### src/design/sed_pkg.sv
// ----------------------------------------------------------------------------
// sed_pkg
// Shared types and character codes for the string escape decoder.
// ----------------------------------------------------------------------------
package sed_pkg;

	// decode modes
	localparam logic [1:0] MODE_TEXT = 2'd0;
	localparam logic [1:0] MODE_ESC  = 2'd1;
	localparam logic [1:0] MODE_OCT  = 2'd2;
	localparam logic [1:0] MODE_HEX  = 2'd3;

	localparam int MAX_RES = 3;

	localparam logic [15:0] NL_MAX = 16'hFFFF;

	localparam logic [7:0] CH_QUOTE  = 8'h22;
	localparam logic [7:0] CH_BSLASH = 8'h5C;
	localparam logic [7:0] CH_LF     = 8'h0A;
	localparam logic [7:0] CH_CR     = 8'h0D;
	localparam logic [7:0] CH_TAB    = 8'h09;
	localparam logic [7:0] CH_BKSP   = 8'h08;
	localparam logic [7:0] CH_LO_A   = 8'h61;
	localparam logic [7:0] CH_UP_A   = 8'h41;
	localparam logic [7:0] CH_LO_F   = 8'h66;
	localparam logic [7:0] CH_UP_F   = 8'h46;
	localparam logic [7:0] CH_LO_N   = 8'h6E;
	localparam logic [7:0] CH_LO_R   = 8'h72;
	localparam logic [7:0] CH_LO_T   = 8'h74;
	localparam logic [7:0] CH_UP_T   = 8'h54;
	localparam logic [7:0] CH_LO_X   = 8'h78;
	localparam logic [7:0] CH_ZERO   = 8'h30;
	localparam logic [7:0] CH_SEVEN  = 8'h37;
	localparam logic [7:0] CH_NINE   = 8'h39;

	typedef struct packed {
		logic [7:0] data_byte;
		logic       end_of_input;
	} in_word_t;

	typedef struct packed {
		logic [7:0]  out_byte;
		logic        byte_valid;
		logic        string_end;
		logic        last_of_run;
		logic [15:0] newline_total;
	} out_word_t;

	typedef struct packed {
		logic [7:0]  out_byte;
		logic        byte_valid;
		logic        string_end;
		logic [15:0] newline_total;
	} res_t;

	// all results caused by one input word
	typedef struct packed {
		logic [1:0]               cnt;
		res_t [MAX_RES-1:0]       res;
	} bundle_t;

endpackage

### src/design/sed_word_if.sv
// ----------------------------------------------------------------------------
// sed_word_if
// Valid/ready channel carrying one word of type T.
// ----------------------------------------------------------------------------
interface sed_word_if #(
	parameter type T = logic
);
	logic valid;
	logic ready;
	T     data;

	modport source (output valid, output data, input ready);
	modport sink   (input valid, input data, output ready);
endinterface

### src/design/string_escape_decoder.sv
// ----------------------------------------------------------------------------
// string_escape_decoder
// Decodes a quoted string body byte by byte: escapes, octal/hex runs,
// closing quote, end-of-input flush and a saturating raw newline count.
// ----------------------------------------------------------------------------
//  channel | dir | payload            | words per item
//  din     | in  | sed_pkg::in_word_t  | 1
//  dout    | out | sed_pkg::out_word_t | 0 to 3
//
//  An input word is decoded in the cycle it is accepted; its results are
//  registered into a two-entry result queue and leave one word per cycle
//  while dout.ready is high. With dout.ready high, the sustained rate is one
//  input word per cycle while each input yields at most one result.
//  arst_n clears decode state, queue fill and pointers.
//  din.ready drops only while the result queue holds two pending items.
// ----------------------------------------------------------------------------
module string_escape_decoder (
	input  logic        clk,
	input  logic        arst_n,
	sed_word_if.sink    din,
	sed_word_if.source  dout
);

	logic [1:0]  mode_q, mode_d;
	logic [7:0]  val_q, val_d;
	logic [1:0]  dcnt_q, dcnt_d;
	logic [15:0] nl_q, nl_d;

	sed_pkg::bundle_t bnd;
	sed_pkg::bundle_t fifo_q [2];
	sed_pkg::bundle_t head;
	logic [1:0]  fill_q;
	logic        wr_q, rd_q;
	logic [1:0]  idx_q;
	logic        acc_in, push, pop, last;

	function automatic sed_pkg::res_t mk(input logic [7:0] v, input logic bv,
			input logic se, input logic [15:0] nl);
		sed_pkg::res_t r;
		r.out_byte      = bv ? v : 8'd0;
		r.byte_valid    = bv;
		r.string_end    = se;
		r.newline_total = nl;
		return r;
	endfunction

	// decode
	always_comb begin
		logic [7:0] b;
		logic       eoi;
		logic       fl;
		logic       pl;
		logic [7:0] fl_val;
		logic [1:0] fl_cnt;
		logic [7:0] hv;
		logic       is_hex;
		logic       is_oct;
		logic [1:0] n;

		b      = din.data.data_byte;
		eoi    = din.data.end_of_input;
		mode_d = mode_q;
		val_d  = val_q;
		dcnt_d = dcnt_q;
		nl_d   = nl_q;
		bnd    = '0;
		n      = 2'd0;
		fl     = 1'b0;
		pl     = 1'b0;
		fl_val = val_q;
		fl_cnt = dcnt_q;

		is_oct = (b >= sed_pkg::CH_ZERO) && (b <= sed_pkg::CH_SEVEN);
		is_hex = 1'b1;
		hv     = 8'd0;
		priority if ((b >= sed_pkg::CH_ZERO) && (b <= sed_pkg::CH_NINE)) begin
			hv = b - sed_pkg::CH_ZERO;
		end else if ((b >= sed_pkg::CH_LO_A) && (b <= sed_pkg::CH_LO_F)) begin
			hv = b - sed_pkg::CH_LO_A + 8'd10;
		end else if ((b >= sed_pkg::CH_UP_A) && (b <= sed_pkg::CH_UP_F)) begin
			hv = b - sed_pkg::CH_UP_A + 8'd10;
		end else begin
			is_hex = 1'b0;
		end

		if (eoi) begin
			fl = 1'b1;
		end else begin
			unique case (mode_q)
				sed_pkg::MODE_TEXT: begin
					pl = 1'b1;
				end
				sed_pkg::MODE_ESC: begin
					mode_d = sed_pkg::MODE_TEXT;
					unique case (b)
						sed_pkg::CH_LO_A, sed_pkg::CH_UP_A: begin
							bnd.res[n] = mk(sed_pkg::CH_BKSP, 1'b1, 1'b0, nl_d);
							n = n + 2'd1;
						end
						sed_pkg::CH_LO_N: begin
							bnd.res[n] = mk(sed_pkg::CH_LF, 1'b1, 1'b0, nl_d);
							n = n + 2'd1;
						end
						sed_pkg::CH_LO_R: begin
							bnd.res[n] = mk(sed_pkg::CH_CR, 1'b1, 1'b0, nl_d);
							n = n + 2'd1;
						end
						sed_pkg::CH_LO_T, sed_pkg::CH_UP_T: begin
							bnd.res[n] = mk(sed_pkg::CH_TAB, 1'b1, 1'b0, nl_d);
							n = n + 2'd1;
						end
						sed_pkg::CH_BSLASH, sed_pkg::CH_QUOTE: begin
							bnd.res[n] = mk(b, 1'b1, 1'b0, nl_d);
							n = n + 2'd1;
						end
						sed_pkg::CH_LO_X: begin
							mode_d = sed_pkg::MODE_HEX;
							val_d  = 8'd0;
							dcnt_d = 2'd0;
						end
						default: begin
							if (is_oct) begin
								mode_d = sed_pkg::MODE_OCT;
								val_d  = {5'd0, b[2:0]};
								dcnt_d = 2'd1;
							end else begin
								// unknown escape kept literally
								bnd.res[n] = mk(sed_pkg::CH_BSLASH, 1'b1, 1'b0, nl_d);
								n = n + 2'd1;
								bnd.res[n] = mk(b, 1'b1, 1'b0, nl_d);
								n = n + 2'd1;
							end
						end
					endcase
				end
				sed_pkg::MODE_OCT: begin
					if (is_oct) begin
						fl_val = {val_q[4:0], b[2:0]};
						fl_cnt = dcnt_q + 2'd1;
						val_d  = fl_val;
						dcnt_d = fl_cnt;
						fl     = (dcnt_q == 2'd2);
					end else begin
						fl = 1'b1;
						pl = 1'b1;
					end
				end
				sed_pkg::MODE_HEX: begin
					if (is_hex) begin
						fl_val = {val_q[3:0], hv[3:0]};
						fl_cnt = dcnt_q + 2'd1;
						val_d  = fl_val;
						dcnt_d = fl_cnt;
						fl     = (dcnt_q == 2'd1);
					end else begin
						fl = 1'b1;
						pl = 1'b1;
					end
				end
				default: begin
					pl = 1'b1;
				end
			endcase
		end

		if (fl) begin
			unique case (mode_q)
				sed_pkg::MODE_ESC: begin
					bnd.res[n] = mk(sed_pkg::CH_BSLASH, 1'b1, 1'b0, nl_d);
					n = n + 2'd1;
				end
				sed_pkg::MODE_OCT: begin
					bnd.res[n] = mk(fl_val, 1'b1, 1'b0, nl_d);
					n = n + 2'd1;
				end
				sed_pkg::MODE_HEX: begin
					if (fl_cnt == 2'd0) begin
						bnd.res[n] = mk(sed_pkg::CH_BSLASH, 1'b1, 1'b0, nl_d);
						n = n + 2'd1;
						bnd.res[n] = mk(sed_pkg::CH_LO_X, 1'b1, 1'b0, nl_d);
						n = n + 2'd1;
					end else begin
						bnd.res[n] = mk(fl_val, 1'b1, 1'b0, nl_d);
						n = n + 2'd1;
					end
				end
				default: begin
				end
			endcase
			mode_d = sed_pkg::MODE_TEXT;
			val_d  = 8'd0;
			dcnt_d = 2'd0;
		end

		if (pl) begin
			priority if (b == sed_pkg::CH_QUOTE) begin
				bnd.res[n] = mk(8'd0, 1'b0, 1'b1, nl_d);
				n = n + 2'd1;
				mode_d = sed_pkg::MODE_TEXT;
				val_d  = 8'd0;
				dcnt_d = 2'd0;
				nl_d   = 16'd0;
			end else if (b == sed_pkg::CH_BSLASH) begin
				mode_d = sed_pkg::MODE_ESC;
			end else begin
				if ((b == sed_pkg::CH_LF) && (nl_d != sed_pkg::NL_MAX)) begin
					nl_d = nl_d + 16'd1;
				end
				bnd.res[n] = mk(b, 1'b1, 1'b0, nl_d);
				n = n + 2'd1;
			end
		end

		if (eoi) begin
			bnd.res[n] = mk(8'd0, 1'b0, 1'b1, nl_d);
			n = n + 2'd1;
			mode_d = sed_pkg::MODE_TEXT;
			val_d  = 8'd0;
			dcnt_d = 2'd0;
			nl_d   = 16'd0;
		end

		bnd.cnt = n;
	end

	// result queue
	assign din.ready = (fill_q != 2'd2);
	assign acc_in    = din.valid && din.ready;
	assign push      = acc_in && (bnd.cnt != 2'd0);
	assign head      = fifo_q[rd_q];
	assign last      = (idx_q == (head.cnt - 2'd1));
	assign pop       = dout.valid && dout.ready && last;

	assign dout.valid              = (fill_q != 2'd0);
	assign dout.data.out_byte      = head.res[idx_q].out_byte;
	assign dout.data.byte_valid    = head.res[idx_q].byte_valid;
	assign dout.data.string_end    = head.res[idx_q].string_end;
	assign dout.data.last_of_run   = last;
	assign dout.data.newline_total = head.res[idx_q].newline_total;

	always_ff @(posedge clk or negedge arst_n) begin
		if (!arst_n) begin
			mode_q <= sed_pkg::MODE_TEXT;
			val_q  <= 8'd0;
			dcnt_q <= 2'd0;
			nl_q   <= 16'd0;
			fill_q <= 2'd0;
			wr_q   <= 1'b0;
			rd_q   <= 1'b0;
			idx_q  <= 2'd0;
		end else begin
			if (acc_in) begin
				mode_q <= mode_d;
				val_q  <= val_d;
				dcnt_q <= dcnt_d;
				nl_q   <= nl_d;
			end
			if (push) begin
				wr_q <= ~wr_q;
			end
			if (pop) begin
				rd_q <= ~rd_q;
			end
			if (dout.valid && dout.ready) begin
				idx_q <= last ? 2'd0 : idx_q + 2'd1;
			end
			unique case ({push, pop})
				2'b10:   fill_q <= fill_q + 2'd1;
				2'b01:   fill_q <= fill_q - 2'd1;
				default: fill_q <= fill_q;
			endcase
		end
	end

	always_ff @(posedge clk) begin
		if (push) begin
			fifo_q[wr_q] <= bnd;
		end
	end

	// checks
	a_fill_bound: assert property (@(posedge clk) disable iff (!arst_n)
		fill_q != 2'd3)
		else $error("result queue overfilled");

	a_idx_range: assert property (@(posedge clk) disable iff (!arst_n)
		dout.valid |-> (idx_q < head.cnt))
		else $error("result index beyond item's result count");

	a_end_is_last: assert property (@(posedge clk) disable iff (!arst_n)
		(dout.valid && dout.data.string_end) |-> dout.data.last_of_run)
		else $error("string end not on last word of run");

	a_eoi_idle: assert property (@(posedge clk) disable iff (!arst_n)
		(din.valid && din.ready && din.data.end_of_input) |=>
		((mode_q == sed_pkg::MODE_TEXT) && (nl_q == 16'd0) && (dcnt_q == 2'd0)))
		else $error("decoder not idle after end of input");

endmodule

### src/flat_wrapper.sv
// flat-port wrapper written by rule: the top's interface ports become plain ports
module string_escape_decoder_flat 
  (clk, arst_n, din_valid, din_data, din_ready, dout_valid, dout_data, dout_ready);
  sed_word_if #(.T(sed_pkg::in_word_t)) din_i ();
  sed_word_if #(.T(sed_pkg::out_word_t)) dout_i ();
  input  logic clk;
  input  logic arst_n;
  input wire logic [$bits(din_i.valid)-1:0] din_valid;
  input wire logic [$bits(din_i.data)-1:0] din_data;
  output wire logic [$bits(din_i.ready)-1:0] din_ready;
  output wire logic [$bits(dout_i.valid)-1:0] dout_valid;
  output wire logic [$bits(dout_i.data)-1:0] dout_data;
  input wire logic [$bits(dout_i.ready)-1:0] dout_ready;
  assign din_i.valid = din_valid;
  assign din_i.data = din_data;
  assign din_ready = din_i.ready;
  assign dout_valid = dout_i.valid;
  assign dout_data = dout_i.data;
  assign dout_i.ready = dout_ready;
  string_escape_decoder u_core (.clk(clk), .arst_n(arst_n), .din(din_i), .dout(dout_i));
endmodule
### config.mk
export PLATFORM = sky130hd
export DESIGN_NAME = string_escape_decoder_flat
export DESIGN_NICKNAME = d
export VERILOG_FILES = /design/src/design/sed_pkg.sv /design/src/design/sed_word_if.sv /design/src/design/string_escape_decoder.sv /design/src/flat_wrapper.sv
export SDC_FILE = /design/constraint.sdc
export NUM_CORES = 1
export LEC_CHECK = 0
export ABC_AREA = 0
export BUFFER_PORTS_ARGS = -buffer_cell sky130_fd_sc_hd__buf_2
export CORE_MARGIN = 2
export CORE_UTILIZATION = 35
export DETAILED_ROUTE_END_ITERATION = 10
export GPL_TIMING_DRIVEN = 0
export PLACE_DENSITY = 0.57
export SYNTH_ARGS = -nofsm -noshare
export SYNTH_HDL_FRONTEND = slang
export SYNTH_SLANG_ARGS = --single-unit
### constraint.sdc
create_clock -name clk -period 7.5 [get_ports clk]
set_input_delay 0.375 -clock clk [delete_from_list [all_inputs] [get_ports clk]]
set_output_delay 0.375 -clock clk [all_outputs]
set_load 0.01 [all_outputs]
==> impl_metrics.yaml, run 1 <==
die:
  die_h_um: 189.5
  dieArea_mm2: 0.03591
  core_area_mm2: 0.03370
  dieWidth_um: 189.5
  io_pins: 42
  floorplan.initialDensity_pct: 35.74
  rows: 67
critical_path:
  crit_chain: "buf_2 > buf_2 > nand4bb_1 > nor2_1 > inv_1 > buf_1 > ha_1 > nand2_1 > o21ai_0 > a41oi_1 > o221ai_4 > nor3_1 > a311oi_2 > inv_1 > ha_1 > nand2_1 > a21boi_1 > inv_1 > ha_1 > and2_1 > clkbuf_1 > a21oi_1 > inv_1 > nor3_1"
  cp_max_fo: 10
  cp.arrival_ns: 7.34
  critPathTopFamily: "compound AO/OA/AOI/OAI gates"
  critPathCaptureType: "register"
  cp.required_ns: 7.71
  path_depth: 24
  critPathBufInv: 8
  cp_common_cell: "inv_1"
  critPathLaunchType: "primary input"
  cpMaxStageDelayCell: "a21oi_1"
  critical_path_class: "primary input to register"
  slowest_delay_ns: 0.91
  rr_worst_depth: 22
cts:
  cts_tree: "done"
  numCtsBuffers: 17
  cts_setup_buffers: 0
  holdBufCountCts: 0
  clk_pin_slew_worst_paths_ns: 0.08
  insertion_delay_ns: 0.46
  h-tree-depth: 4
  clock-root-buffer: "clkbuf_16"
  cts_buffer_depth: 2
  cts.sinks: 194
  cts_resized: 0
logic_synthesis:
  synth-seq-area-share_pct: 46.96
  avgSynthCellArea_um2: 9.994
  synth_most_common_cell: "edfxtp_1"
  mappedNetlistArea_mm2: 0.01204
  syn_nets: 1242
  synthDistinctLibCells: 84
  synth_commonest_cells: "edfxtp_1 (160), nand2_1 (119), nor2_1 (97)"
  async_flop_share_pct: 17.53
  ys.flop_type: "edfxtp_1"
  ys_ff_latch: 194
  yosysTopAreaCell: "edfxtp_1"
  synth_top_area_share_pct: 39.90
  syn_inst: 1205
  yosys-top-cells-area: "edfxtp_1 (40%), dfrtp_1 (7.1%), mux4_2 (4.9%), nand2_1 (3.7%), o21ai_0 (3.7%)"
  synth-edff-count: 160
  ys_warn_count: 0
routing:
  drt_iter0_drc: 1328
  drc: 0
  first_pass_iters: 6
  vias: 10570
  ant_nets: 0
  via_per_inst: 6.123
  wl_per_cell_um: 23.69
  finalWirelength_um: 40920
layout:
  post-route-cell-area_mm2: 0.01348
  layout.nets: 1303
  antennaDiodeCount: 0
  area_growth_syn_to_layout_pct: 11.94
  layout-drive-gt1-share_pct: 10.79
power:
  powerDensity_mw_per_mm2: 254.7
  vdd.ir_drop.worst_v: 0.0001839
  total_power_mw: 3.434
  p_leak_nw: 4.930
job:
  cap_viol_max_count: 0
global_routing:
  grt_pass1_wl_um: 62380
  grt_max_degree: 35
  antenna_found_initial: 1
  grt_remaining_overflow: 0
  grtUsageTotal_pct: 23.11
  grt_pass1_vias: 10170
run_status:
  status: "completed"
placement:
  gp_congestion: 0.9607
  numPortBuffers: 38
  hpwl_um: 29610
  placed_area_mm2: 0.01289
  pre_cts_slack_ns: 0.2718
timing:
  min_period_ns: 7.138
  finalCritPeriodShare_pct: 95.18
  hold_viol: 0
  grt_setup_unrepaired: "false"
  final.setup_skew_ns: 0.02046
  worst_pin_slew_ns: 1.409
  max_freq_mhz: 140.1
  setup_violations: 0
  tns_ns: 0
  slew_headroom_pct: 5.340
  postLayoutSetupSlackWorst_ns: 0.3618
  slew_violations: 0
hold_path:
  hp-class: "primary input to asynchronous set/reset pin"
[path summary, 6_finish.rpt]
check	end	from	slack (ns)
worst max register to register	u_core.fifo_q[1][20]$_DFFE_PP_	u_core.mode_q[1]$_DFFE_PN0P_	0.85
worst min register to register	u_core.fill_q[1]$_DFFE_PN0P_	u_core.fill_q[1]$_DFFE_PN0P_	0.50
min in group clk	u_core.idx_q[0]$_DFFE_PN0P_	dout_ready	0.31
max in group asynchronous	u_core.nl_q[15]$_DFFE_PN0P_	arst_n	6.75
worst max-delay path	u_core.fifo_q[1][20]$_DFFE_PP_	din_data[5]	0.36
worst min-delay path	u_core.nl_q[8]$_DFFE_PN0P_	arst_n	0.1
[report_power, final]
group / switching, mW / internal, mW / total [mW]
combinational: 0.654 / 0.446 / 1.10
clock: 0.473 / 0.450 / 0.923
sequential: 0.0474 / 1.36 / 1.41
total: 1.17 / 2.26 / 3.43
[placed cells by master, fill, tap and decap left out, types with 33 or more instances in the layout]
| cell | Yosys | routed |
|---|---|---|
| edfxtp_1 | 160 | 160 |
| dfrtp_1 | 34 | 34 |
| o21ai_0 | 88 | 88 |
| inv_1 | 54 | 54 |
| nor3_1 | 33 | 33 |
| nor2_1 | 97 | 95 |
| a21oi_1 | 85 | 85 |
| mux2i_1 | 40 | 40 |
| buf_2 | 13 | 51 |
| nand2_1 | 119 | 119 |
| clkbuf_1 | 65 | 65 |
| o22ai_1 | 35 | 35 |
| nand3_1 | 34 | 34 |
[sequential cells by signal (all words and copies together) (netlist names)]
| name | flops |
|---|---|
| u_core.nl_q | 16 |
| u_core.mode_q | 2 |
| u_core.rd_q | 1 |
| u_core.fifo_q | 160 |
| u_core.fill_q | 2 |
| u_core.wr_q | 1 |
| u_core.dcnt_q | 2 |
| u_core.idx_q | 2 |
| u_core.val_q | 8 |
[metrics by stage]
step / std cells / hold slack (ns) / utilization [%]
CTS: 1727 / 0.1056 / 39.99
global route: 1727 / 0.1423 / 40.00
detailed placement: 1695 / 0.5025 / 38.25
finish: 1727 / 0.09656 / 40.00
floorplan: 1205 / 0.07941 / -
global placement: 1691 / 0.4739 / 37.96
[cell families after synthesis]
| family | Yosys count | synth area share, % |
|---|---|---|
| flip-flops | 194 | 46.96 |
| XOR/XNOR | 17 | 1.236 |
| buffers and inverters | 153 | 4.966 |
| AND/OR/NAND/NOR | 351 | 13.45 |
| AO/OA/AOI/OAI | 397 | 22.42 |
| adder cells (fa/ha/maj) | 24 | 2.494 |
| multiplexers | 69 | 8.467 |
[worst reg2reg max path, cell delays in order, from the launching register on]
cell and delay (ns):
dfrtp_1 0.45, inv_1 0.13, ha_1 0.15, clkbuf_1 0.33, nor2b_1 0.45, o41ai_2 0.30, inv_1 0.21, ha_1 0.39
inv_1 0.16, a21oi_1 0.15, a21oi_1 0.06, mux2i_1 0.14, a21boi_1 0.15, ha_1 0.34, nand2_1 0.08, a21boi_1 0.27
inv_1 0.11, ha_1 0.22, and2_1 0.17, clkbuf_1 0.33, a21oi_1 0.91, inv_1 0.41, nor3_1 0.50
[metal layers]
metal  share of wire [%]  GRT usage [%]  routed length, um  up-vias
met5                   0              0                  0        -
met4                 3.6          9.422               1491        0
met3                 7.8          4.152               3199       99
met2                  43          34.46              17790      541
met1                  45          33.14              18430     5209
li1                    -              -                  -     4725
[layout make-up]
cell class | count | area [um2]
fill | 3330 | 20220
inverter | 57 | 214.0
clock buffer | 17 | 425.4
clock inverter | 15 | 161.4
tap | 448 | 560.5
timing repair buffer | 42 | 270.3
buffer | 96 | 384.1
multi-input combinational | 858 | 5809
sequential | 194 | 5655
Power figures use the tool's default switching activity.
==> inputs of run 2 (changes only) <==
Settings changed: PLACE_DENSITY 0.57 to 0.55.
Clock period 7.5 ns to 7.1 ns, I/O delays scaled along.
==> run 2 against run 1 <==
  * Wire length fell by 0.38%
  * Sequential power increased by 6%
  * Die area unchanged
  * Combinational power rose by 6%
  * Clock skew is 0.0011 ns lower
  * Final area grew 0.20%
  * Critical endpoint is now u_core.fifo_q[1][59]$_DFFE_PP_
  * Non-clock buffer count up 1
  * Flip-flop and latch count did not move
==> impl_metrics.yaml, run 2 (synthesized netlist as in run 1, its figures left out) <==
timing:
  worst_pin_slew_ns: 1.297
  slew_headroom_pct: 12.89
  max_freq_mhz: 152.4
  finalCritPeriodShare_pct: 92.44
  postLayoutSetupSlackWorst_ns: 0.5364
  hold_viol: 0
  setup_violations: 0
  min_period_ns: 6.564
  final.setup_skew_ns: 0.01936
  slew_violations: 0
  fin_worst_hold_slack_ns: 0.05352
  grt_setup_unrepaired: "false"
die:
  die_h_um: 189.5
  core_area_mm2: 0.03370
  dieWidth_um: 189.5
  rows: 67
  io_pins: 42
  dieArea_mm2: 0.03591
  floorplan.initialDensity_pct: 35.74
routing:
  first_pass_iters: 5
  ant_nets: 0
  vias: 10440
  drt_iter0_drc: 1363
  drc: 0
  finalWirelength_um: 40760
  via_per_inst: 6.042
  wl_per_cell_um: 23.59
cts:
  cts.sinks: 194
  numCtsBuffers: 17
  clk_pin_slew_worst_paths_ns: 0.08
  h-tree-depth: 4
  cts_tree: "done"
  cts_buffer_depth: 2
  insertion_delay_ns: 0.46
  clock-root-buffer: "clkbuf_16"
critical_path:
  cp.arrival_ns: 6.71
  critPathLaunchType: "primary input"
  cp.required_ns: 7.25
  cp_max_fo: 29
  critPathCaptureType: "register"
  critical_path_class: "primary input to register"
job:
  cap_viol_max_count: 0
placement:
  pre_cts_slack_ns: -0.07837
  gp_congestion: 0.9834
  post-place-cells: 1696
  hpwl_um: 29530
  numPortBuffers: 38
layout:
  antennaDiodeCount: 0
  fin_cells: 1728
  area_growth_syn_to_layout_pct: 12.16
  layout_common_cells: "edfxtp_1 (160), nand2_1 (119), nor2_1 (95)"
  final_common_cell: "edfxtp_1"
  reg_top3: "u_core.fifo_q x160, u_core.nl_q x16, u_core.val_q x8"
  fin_util_pct: 40.08
  largest-register: "u_core.fifo_q"
  layout-drive-gt1-share_pct: 10.78
  layout.nets: 1304
  largest_reg_flops: 160
global_routing:
  antenna_found_initial: 1
  grt_pass1_vias: 9951
  grtUsageTotal_pct: 23.04
  grt_remaining_overflow: 0
  grt_max_degree: 35
  grt_pass1_wl_um: 61830
power:
  p_leak_nw: 4.938
  total_power_mw: 3.624
  powerDensity_mw_per_mm2: 268.3
  vdd.ir_drop.worst_v: 0.0002008
hold_path:
  hp-class: "primary input to asynchronous set/reset pin"
run_status:
  status: "completed"
## run 2: critical path, stage by stage
cell and delay [ns]:
buf_2 0.09, buf_2 0.19, nand4bb_1 0.22, nor2_1 0.68
inv_1 0.29, buf_1 0.35, ha_1 0.37, nand2_1 0.07
o21ai_0 0.31, a41oi_1 0.12, o221ai_4 0.15, nor3_1 0.09
a311oi_2 0.57, inv_1 0.10, ha_1 0.28, nand2_1 0.08
a21boi_1 0.28, ha_1 0.27, nand2_1 0.09, a221oi_1 0.09
a311o_2 0.49, nor2_4 0.60, buf_12 0.28, buf_12 0.22
## run 2: layer usage
layer	global-route usage, %	wire length (um)	up-vias
li1	-	-	4723
met5	0	0	-
met3	3.726	3485	78
met2	35.22	18100	526
met4	8.497	1114	0
met1	32.92	18060	5113
## run 2: what timing repair did
| action | 4_1_cts | 5_1_grt |
|---|---|---|
| setup buffers | 0 | 0 |
| endpoints found under the setup margin | 0 | 10 |
| hold buffers | 0 | 0 |
| gates resized for setup | 0 | 2 |
## run 2: layout make-up
cell class	count	area [um2]
Fill cell	3347	20190
Clock inverter	15	147.6
Buffer	96	384.1
Sequential cell	194	5655
Timing Repair Buffer	43	305.3
Inverter	57	214.0
Tap cell	448	560.5
Clock buffer	17	425.4
Multi-Input combinational cell	858	5814
## run 2: through the flow
stage                     area, um2  TNS (ns)
after global placement        12790   -679.03
final                         13510         0
after CTS                     13500         0
after floorplan               12040   -172.80
after detailed placement      12920   -0.1567
after global routing          13510         0
## run 2: worst paths after layout
kind / from / cells past startpoint / slack (ns) / to
hold reg to reg: u_core.fill_q[1]$_DFFE_PN0P_ / 1 / 0.50 / u_core.fill_q[1]$_DFFE_PN0P_
hold / removal: arst_n / 1 / 0.05 / u_core.mode_q[1]$_DFFE_PN0P_
max in group asynchronous: arst_n / 1 / 6.42 / u_core.idx_q[0]$_DFFE_PN0P_
setup reg to reg: u_core.mode_q[1]$_DFFE_PN0P_ / 22 / 0.77 / u_core.fifo_q[1][59]$_DFFE_PP_
setup / recovery: din_data[5] / 24 / 0.54 / u_core.fifo_q[1][59]$_DFFE_PP_
min in group clk: dout_ready / 3 / 0.29 / u_core.idx_q[0]$_DFFE_PN0P_
## run 2: report_power, final
part / total [mW] / switching, mW / internal, mW / leakage, nW
clock network: 0.961 / 0.467 / 0.494 / 0.280
logic: 1.17 / 0.693 / 0.481 / 2.68
registers: 1.49 / 0.0485 / 1.44 / 1.97
